==> src/design/tps_pkg.sv <==
// Package for the timed phase sequencer: item and result types,
// item and loop mode codes, register indexes and arithmetic widths.
// No dependencies.
`default_nettype none

package tps_pkg;

	// fixed field widths
	localparam int MODE_W   = 2;
	localparam int SLOT_W   = 4;
	localparam int DUR_W    = 16;
	localparam int RND_W    = 16;
	localparam int PHASE_W  = 4;
	localparam int CFG_IDX_W = 2;
	localparam int CFG_DAT_W = 16;

	// remainder unit: bits retired per cycle
	localparam int DIGIT_W   = 4;
	localparam int DIV_STEPS = RND_W / DIGIT_W;

	// item modes
	localparam logic [MODE_W-1:0] MODE_TICK    = 2'd0;
	localparam logic [MODE_W-1:0] MODE_LOAD    = 2'd1;
	localparam logic [MODE_W-1:0] MODE_RESTART = 2'd2;

	// loop modes
	localparam logic [1:0] LOOP_INFINITE = 2'd0;
	localparam logic [1:0] LOOP_PINGPONG = 2'd1;
	localparam logic [1:0] LOOP_COUNTED  = 2'd2;

	// register indexes
	localparam logic [CFG_IDX_W-1:0] REG_PHASE_COUNT = 2'd0;
	localparam logic [CFG_IDX_W-1:0] REG_LOOP_MODE   = 2'd1;
	localparam logic [CFG_IDX_W-1:0] REG_LOOP_LIMIT  = 2'd2;
	localparam logic [CFG_IDX_W-1:0] REG_FIRST_PHASE = 2'd3;

	typedef struct packed {
		logic [MODE_W-1:0] mode;
		logic [SLOT_W-1:0] slot;
		logic [DUR_W-1:0]  min_ticks;
		logic [DUR_W-1:0]  max_ticks;
		logic [RND_W-1:0]  random_value;
	} tps_item_t;

	typedef struct packed {
		logic [PHASE_W-1:0] current_phase;
		logic               phase_changed;
		logic               halted;
	} tps_result_t;

endpackage

`default_nettype wire

==> src/design/timed_phase_sequencer_top.sv <==
// Timed phase sequencer: phase table, tick counting, loop modes and
// duration draw through an iterative remainder unit.
// Depends on tps_pkg.
// Steps: an item is captured in idle, applied in the execute step and handed
// over from the final step; an entered phase adds the table read and span steps,
// and a drawn duration adds the remainder unit's iterations, 4 bits a cycle.
// A new item is taken only once the last result has been handed over.
// Reset: asynchronous, active low; clears sequencer state and registers to
// their defaults; the phase table holds no defined contents until loaded.
`default_nettype none

module timed_phase_sequencer_top
	import tps_pkg::*;
#(
	parameter int MAX_PHASES = 16,
	parameter int TICK_BITS  = 16
) (
	input  wire                  clk,
	input  wire                  arst_n,
	input  wire                  item_valid,
	output logic                 item_stall,
	input  tps_item_t            item,
	output logic                 result_valid,
	input  wire                  result_stall,
	output tps_result_t          result,
	input  wire                  cfg_valid,
	output logic                 cfg_ready,
	input  wire [CFG_IDX_W-1:0]  cfg_index,
	input  wire [CFG_DAT_W-1:0]  cfg_data
);

	localparam int AW = $clog2(MAX_PHASES);
	localparam int CW = $clog2(MAX_PHASES + 1);
	localparam int DCW = (DIV_STEPS > 1) ? $clog2(DIV_STEPS) : 1;

	localparam logic [2:0] S_IDLE = 3'd0;
	localparam logic [2:0] S_EXEC = 3'd1;
	localparam logic [2:0] S_READ = 3'd2;
	localparam logic [2:0] S_SPAN = 3'd3;
	localparam logic [2:0] S_DIV  = 3'd4;
	localparam logic [2:0] S_FIN  = 3'd5;

	logic [2:0]           state_q;
	tps_item_t            item_q;

	// configuration registers
	logic [4:0]           phase_count_q;
	logic [1:0]           loop_mode_q;
	logic [15:0]          loop_limit_q;
	logic [3:0]           first_phase_q;

	// sequencer state
	logic [AW-1:0]        phase_q;
	logic                 backward_q;
	logic [15:0]          loops_q;
	logic [TICK_BITS-1:0] elapsed_q;
	logic [TICK_BITS-1:0] length_q;
	logic                 changed_q;

	// phase table
	logic [DUR_W-1:0]     min_mem [MAX_PHASES];
	logic [DUR_W-1:0]     max_mem [MAX_PHASES];
	logic [DUR_W-1:0]     rd_min_q;
	logic [DUR_W-1:0]     rd_max_q;

	// remainder unit
	logic [DUR_W:0]       span_q;
	logic [DUR_W:0]       rem_q;
	logic [RND_W-1:0]     dvd_q;
	logic [DCW-1:0]       div_cnt_q;
	logic [DUR_W:0]       rem_nx;
	logic [RND_W-1:0]     dvd_nx;

	// derived control
	logic [CW-1:0]        cnt_use;
	logic [CW-1:0]        last_ph;
	logic [AW:0]          phase_inc;
	logic [TICK_BITS-1:0] elapsed_inc;
	logic                 at_last;
	logic                 halted_now;
	logic                 back_nx;
	logic [DUR_W-1:0]     len_sum;

	assign item_stall = (state_q != S_IDLE);
	assign cfg_ready  = 1'b1;

	// phases in use, clamped to the table size
	always_comb begin
		if (phase_count_q == 5'd0) begin
			cnt_use = CW'(1);
		end else if (32'(phase_count_q) > MAX_PHASES) begin
			cnt_use = CW'(MAX_PHASES);
		end else begin
			cnt_use = CW'(phase_count_q);
		end
	end

	assign last_ph     = cnt_use - 1'b1;
	assign phase_inc   = {1'b0, phase_q} + 1'b1;
	assign at_last     = (32'(phase_q) >= 32'(last_ph));
	assign halted_now  = (loop_mode_q == LOOP_COUNTED) && (loops_q >= loop_limit_q);
	assign elapsed_inc = (elapsed_q == '1) ? elapsed_q : elapsed_q + 1'b1;
	assign back_nx     = at_last ? 1'b1 : ((phase_q == '0) ? 1'b0 : backward_q);

	// one digit of the remainder: shift in dividend bits, subtract span when it fits
	always_comb begin
		logic [DUR_W+1:0] shifted;
		rem_nx = rem_q;
		dvd_nx = dvd_q;
		for (int i = 0; i < DIGIT_W; i++) begin
			shifted = {rem_nx, dvd_nx[RND_W-1]};
			dvd_nx  = {dvd_nx[RND_W-2:0], 1'b0};
			if (shifted >= {1'b0, span_q}) begin
				rem_nx = (DUR_W+1)'(shifted - {1'b0, span_q});
			end else begin
				rem_nx = (DUR_W+1)'(shifted);
			end
		end
	end

	assign len_sum = rd_min_q + rem_nx[DUR_W-1:0];

	// configuration writes
	always_ff @(posedge clk or negedge arst_n) begin
		if (!arst_n) begin
			phase_count_q <= 5'd1;
			loop_mode_q   <= LOOP_INFINITE;
			loop_limit_q  <= 16'd1;
			first_phase_q <= 4'd0;
		end else if (cfg_valid && cfg_ready) begin
			unique case (cfg_index)
				REG_PHASE_COUNT: phase_count_q <= cfg_data[4:0];
				REG_LOOP_MODE:   loop_mode_q   <= cfg_data[1:0];
				REG_LOOP_LIMIT:  loop_limit_q  <= cfg_data;
				REG_FIRST_PHASE: first_phase_q <= cfg_data[3:0];
				default: ;
			endcase
		end
	end

	// phase table write on load, registered read of the phase being entered
	always_ff @(posedge clk) begin
		if (state_q == S_EXEC && item_q.mode == MODE_LOAD && 32'(item_q.slot) < MAX_PHASES) begin
			min_mem[AW'(item_q.slot)] <= item_q.min_ticks;
			max_mem[AW'(item_q.slot)] <= item_q.max_ticks;
		end
		rd_min_q <= min_mem[phase_q];
		rd_max_q <= max_mem[phase_q];
	end

	// item capture and remainder datapath
	always_ff @(posedge clk) begin
		if (state_q == S_IDLE && item_valid) begin
			item_q <= item;
		end
		if (state_q == S_SPAN) begin
			span_q <= {1'b0, rd_max_q} - {1'b0, rd_min_q} + 1'b1;
			rem_q  <= '0;
			dvd_q  <= item_q.random_value;
		end else if (state_q == S_DIV) begin
			rem_q <= rem_nx;
			dvd_q <= dvd_nx;
		end
	end

	// sequencer
	always_ff @(posedge clk or negedge arst_n) begin
		if (!arst_n) begin
			state_q      <= S_IDLE;
			phase_q      <= '0;
			backward_q   <= 1'b0;
			loops_q      <= '0;
			elapsed_q    <= '0;
			length_q     <= '0;
			changed_q    <= 1'b0;
			div_cnt_q    <= '0;
			result_valid <= 1'b0;
			result       <= '0;
		end else begin
			// drop valid once the result is taken, unless the final step refills it
			if (result_valid && !result_stall && state_q != S_FIN) begin
				result_valid <= 1'b0;
			end
			unique case (state_q)
				S_IDLE: begin
					if (item_valid) begin
						state_q <= S_EXEC;
					end
				end
				S_EXEC: begin
					case (item_q.mode)
						MODE_TICK: begin
							if (elapsed_inc < length_q || halted_now) begin
								// phase still running, or counting has halted
								elapsed_q <= elapsed_inc;
								changed_q <= 1'b0;
								state_q   <= S_FIN;
							end else begin
								changed_q <= 1'b1;
								state_q   <= S_READ;
								case (loop_mode_q)
									LOOP_PINGPONG: begin
										elapsed_q <= '0;
										if (cnt_use <= CW'(1)) begin
											phase_q <= '0;
										end else begin
											backward_q <= back_nx;
											phase_q    <= back_nx ? phase_q - 1'b1
											                      : phase_inc[AW-1:0];
										end
									end
									LOOP_COUNTED: begin
										elapsed_q <= '0;
										if (at_last) begin
											loops_q <= loops_q + 1'b1;
											phase_q <= '0;
										end else begin
											phase_q <= phase_inc[AW-1:0];
										end
									end
									default: begin
										elapsed_q <= elapsed_inc - length_q;
										phase_q   <= (32'(phase_inc) >= 32'(cnt_use))
										             ? '0 : phase_inc[AW-1:0];
									end
								endcase
							end
						end
						MODE_RESTART: begin
							backward_q <= 1'b0;
							loops_q    <= '0;
							elapsed_q  <= '0;
							changed_q  <= 1'b1;
							state_q    <= S_READ;
							phase_q    <= (32'(first_phase_q) < 32'(cnt_use))
							              ? AW'(first_phase_q) : '0;
						end
						default: begin
							changed_q <= 1'b0;
							state_q   <= S_FIN;
						end
					endcase
				end
				S_READ: begin
					state_q <= S_SPAN;
				end
				S_SPAN: begin
					if (rd_max_q > rd_min_q) begin
						div_cnt_q <= '0;
						state_q   <= S_DIV;
					end else begin
						length_q <= TICK_BITS'(rd_min_q);
						state_q  <= S_FIN;
					end
				end
				S_DIV: begin
					div_cnt_q <= div_cnt_q + 1'b1;
					if (div_cnt_q == DCW'(DIV_STEPS - 1)) begin
						length_q <= TICK_BITS'(len_sum);
						state_q  <= S_FIN;
					end
				end
				S_FIN: begin
					// hand over once the output register is free
					if (!result_valid || !result_stall) begin
						result_valid         <= 1'b1;
						result.current_phase <= PHASE_W'(phase_q);
						result.phase_changed <= changed_q;
						result.halted        <= halted_now;
						state_q              <= S_IDLE;
					end
				end
				default: begin
					state_q <= S_IDLE;
				end
			endcase
		end
	end

	// a new result only comes from the final step
	a_result_from_fin: assert property (@(posedge clk) disable iff (!arst_n)
		$rose(result_valid) |-> $past(state_q) == S_FIN)
		else $error("result raised outside final step");

	// phase index stays inside the table
	a_phase_in_table: assert property (@(posedge clk) disable iff (!arst_n)
		32'(phase_q) < MAX_PHASES)
		else $error("phase index beyond table");

	// remainder stays below the span while iterating
	a_rem_below_span: assert property (@(posedge clk) disable iff (!arst_n)
		(state_q == S_DIV) |-> (rem_q < span_q))
		else $error("remainder not reduced");

	// restart clears the loop count and elapsed time
	a_restart_clears: assert property (@(posedge clk) disable iff (!arst_n)
		(state_q == S_EXEC && item_q.mode == MODE_RESTART)
		|=> (loops_q == '0 && elapsed_q == '0 && !backward_q))
		else $error("restart left state behind");

endmodule

`default_nettype wire

==> config.mk <==
export PLATFORM = sky130hd
export DESIGN_NAME = timed_phase_sequencer_top
export DESIGN_NICKNAME = d
export VERILOG_FILES = /design/src/design/tps_pkg.sv /design/src/design/timed_phase_sequencer_top.sv
export SDC_FILE = /design/constraint.sdc
export NUM_CORES = 1
export LEC_CHECK = 0
export BUFFER_PORTS_ARGS = -buffer_cell sky130_fd_sc_hd__buf_4
export CAP_MARGIN = 20
export CORE_MARGIN = 5
export CORE_UTILIZATION = 68
export DETAILED_ROUTE_END_ITERATION = 6
export GPL_TIMING_DRIVEN = 0
export PLACE_DENSITY = 0.92
export SETUP_SLACK_MARGIN = 0.4
export SYNTH_ARGS = -nofsm -noshare
export SYNTH_HDL_FRONTEND = slang
export SYNTH_SLANG_ARGS = --single-unit
export TNS_END_PERCENT = 100
==> constraint.sdc <==
create_clock -name clk -period 18.41 [get_ports clk]
set_input_delay 4.6025 -clock clk [delete_from_list [all_inputs] [get_ports clk]]
set_output_delay 4.6025 -clock clk [all_outputs]
set_load 0.01 [all_outputs]
==> impl_results.md <==
- Antenna violations before repair: 7
- Die Height: 237 um
- CTS tree: yes
- Clk Latency, worst-skew pair: 0.65 ns
- Endpoints failing hold: 0
- Slew Limit Headroom: 0.179
- Max incr delay on CP: 0.53 ns
- Predominant post-synthesis flop cell: edfxtp_1
- Number of enable flip-flop cells after synthesis: 599
- Cell taking the most area after synthesis: edfxtp_1
- CP most frequent cell: a21oi_1
- Syn avg cell area: 14.5 sq um
- First-pass GRT wire length: 159000 um
- WHS Path Cells: 2
- GP Congestion: 0.972
- Max-cap viol count: 0
- Post-Syn Instances: 2416
- 1st-pass router iterations: 7
- Routed length per instance: 33.7 um
- CTS clock-pin slew for the worst setup and hold paths: 0.07 ns
- Most frequent cells in the layout: edfxtp_1, nand2_1, ha_1
- Synthesized area: 35000 sq um
- Least-Margin Pin Slew: 1.23 ns
- Row cnt: 83
- Synth Net Count: 2677
- Crit Path Max Fanout: 10
- Synth top area share: 0.514
- Vias in the first global route: 24.3k
- DRC viols: 0
- Overflow after GRT: 0
- Yosys reg bits: 741
- R2R depth: 57
- CTS Sinks: 741
- Post-CTS Hold Buffers: 0
- Initial Util: 0.685
- Io pins: 86
- Outcome: completed
- Area contributors post-synth: edfxtp_1, mux4_2, dfrtp_1, ha_1, dfxtp_1
- Buf+Inv Stages, Crit Path: 6
- Post-CTS Resized: 0
- Final Setup Violations: 0
- Pin count of the biggest net entering global routing: 94
- Yosys synthesis warning count: 0
- Worst Min Path Start: result[0]
- Die Area: 56100 sq um
- Root Driver: clkbuf_16
- TritonCTS Buffers: 74
- DR vias: 24.7k
- Die Span X: 237 um
- Final period utilization: 0.822
- Wirelength, routed: 114000 um
- Post-synthesis sequential area ratio: 0.609
- Async set-reset flop share out of synthesis: 0.126
- CP arrival: 15.67 ns
- Worst setup EP type: register
- Layout cell share with drive strength beyond 1: 0.191
- PortBufs: 84
- Commonest non-fill, non-tap cell in the layout: edfxtp_1
- Fin Clk Skew: 0.0401 ns
- Cell family with most CP delay: compound AO/OA/AOI/OAI gates
- CTS Buffer Depth: 3
- # H-tree levels: 3
- FILL cells: 2548
- Fmax: 66.1 MHz
- CP Launch Type: register
- Worst Setup Path Type: reg -> reg
- Hold crit path type: reg -> reg
- Routed Antenna Nets: 0
- Dpl hpwl: 64700 um
- Core area: 51100 sq um
- RSZ-0062 raised after global routing: no
- Slowest CP cell: edfxtp_1
- Post CTS Setup Buffer Count: 0
- Via-to-Cell Ratio: 7.34
- Post-synthesis cell type count: 82
- Nets: 2885
- DR iter-0 viols: 3924
- Reg2reg start: span_q[1]
- GRT Resource Usage Total: 0.385
- Minimum clock period: 15.12 ns
- Area grow syn2layout: 14.5%
- Max-slew violations: 0
- Critical path origin: span_q[1]
- Final setup TNS: 0 ns
- Critical path depth: 57
- WP data required: 18.96 ns
[layer usage]
layer,track usage,wire [um],vias up,share of wire
li1,-,-,9669,-
met1,0.476,35400,11900,0.31
met2,0.634,53700,2424,0.47
met3,0.0822,14000,733,0.12
met4,0.223,10400,6,0.091
met5,0,42,-,0.00037
[worst paths after layout]
path / to / slack (ns)
setup / recovery: length_q[15] / 3.29
hold / removal: result[0] / 0.48
setup reg to reg: length_q[15] / 3.29
hold reg to reg: result[0] / 0.48
min in group asynchronous: loop_limit_q[14] / 3.89
max in group asynchronous: backward_q / 13.86
[through the flow]
step                      instance area (sq um)   util  hold slack [ns]  setup WS (ns)  std cells
after floorplan                           35000      -            0.446           6.64       2416
after global routing                      40100  0.784            0.508           2.26       3365
after CTS                                 39800  0.779            0.485           3.44       3349
after global placement                    36500  0.714            0.471           3.91       3180
after detailed placement                  37100  0.727            0.472           3.70       3212
final                                     40100  0.784            0.481           3.29       3367
[tightest hold or removal path: cells and delay by family (launching register included)]
kind,cells,cell delay [ns]
simple gates,1,0.05
compound gates,1,0.06
flops,1,0.34
[sequential cells by signal, summed over array words and instances, names as in the netlist, 17 cells and up]
signal,flops
min_mem,256
item_q,54
rem_q,17
max_mem,256
span_q,17
[kinds of logic (layout without fill, tap and decap cells)]
family | Yosys count | in the layout | share of synthesized area
xor gates and xnor gates | 113 | 113 | 0.0285
muxes | 222 | 222 | 0.123
other | 1 | 3 | 0.000107
and+or+nand+nor | 523 | 523 | 0.0702
AOI/OAI and AO/OA | 426 | 426 | 0.0778
buffers and inverters | 206 | 475 | 0.0224
adders and majority gates | 184 | 184 | 0.0688
DFF | 741 | 741 | 0.609
[layout make-up]
type	instances	area, sq um	area share
Sequential cell	741	21300	0.532
Multi-Input combinational cell	1469	13000	0.325
Clock buffer	93	2050	0.0511
Timing Repair Buffer	132	1460	0.0364
Tap cell	680	851	0.0212
Clock inverter	44	608	0.0152
Inverter	129	484	0.0121
Buffer	77	299	0.00746
Antenna cell	2	5.00	0.000125
[synthesized netlist by cell type (all sizes together) (19+ instances only)]
library cell,count
dfrtp,91
a21oi,99
nand4,19
nand3,33
xnor2,63
nor2,117
mux4,160
xor2,50
ha,170
nand2,197
buf,21
clkbuf,56
inv,129
nor3,33
o21ai,130
a31oi,22
a21o,42
mux2,51
edfxtp,599
and3,26
nand2b,27
dfxtp,49
Power is not shown: default switching activity piles up to over one toggle a cycle in this logic, so the estimate is an artifact.
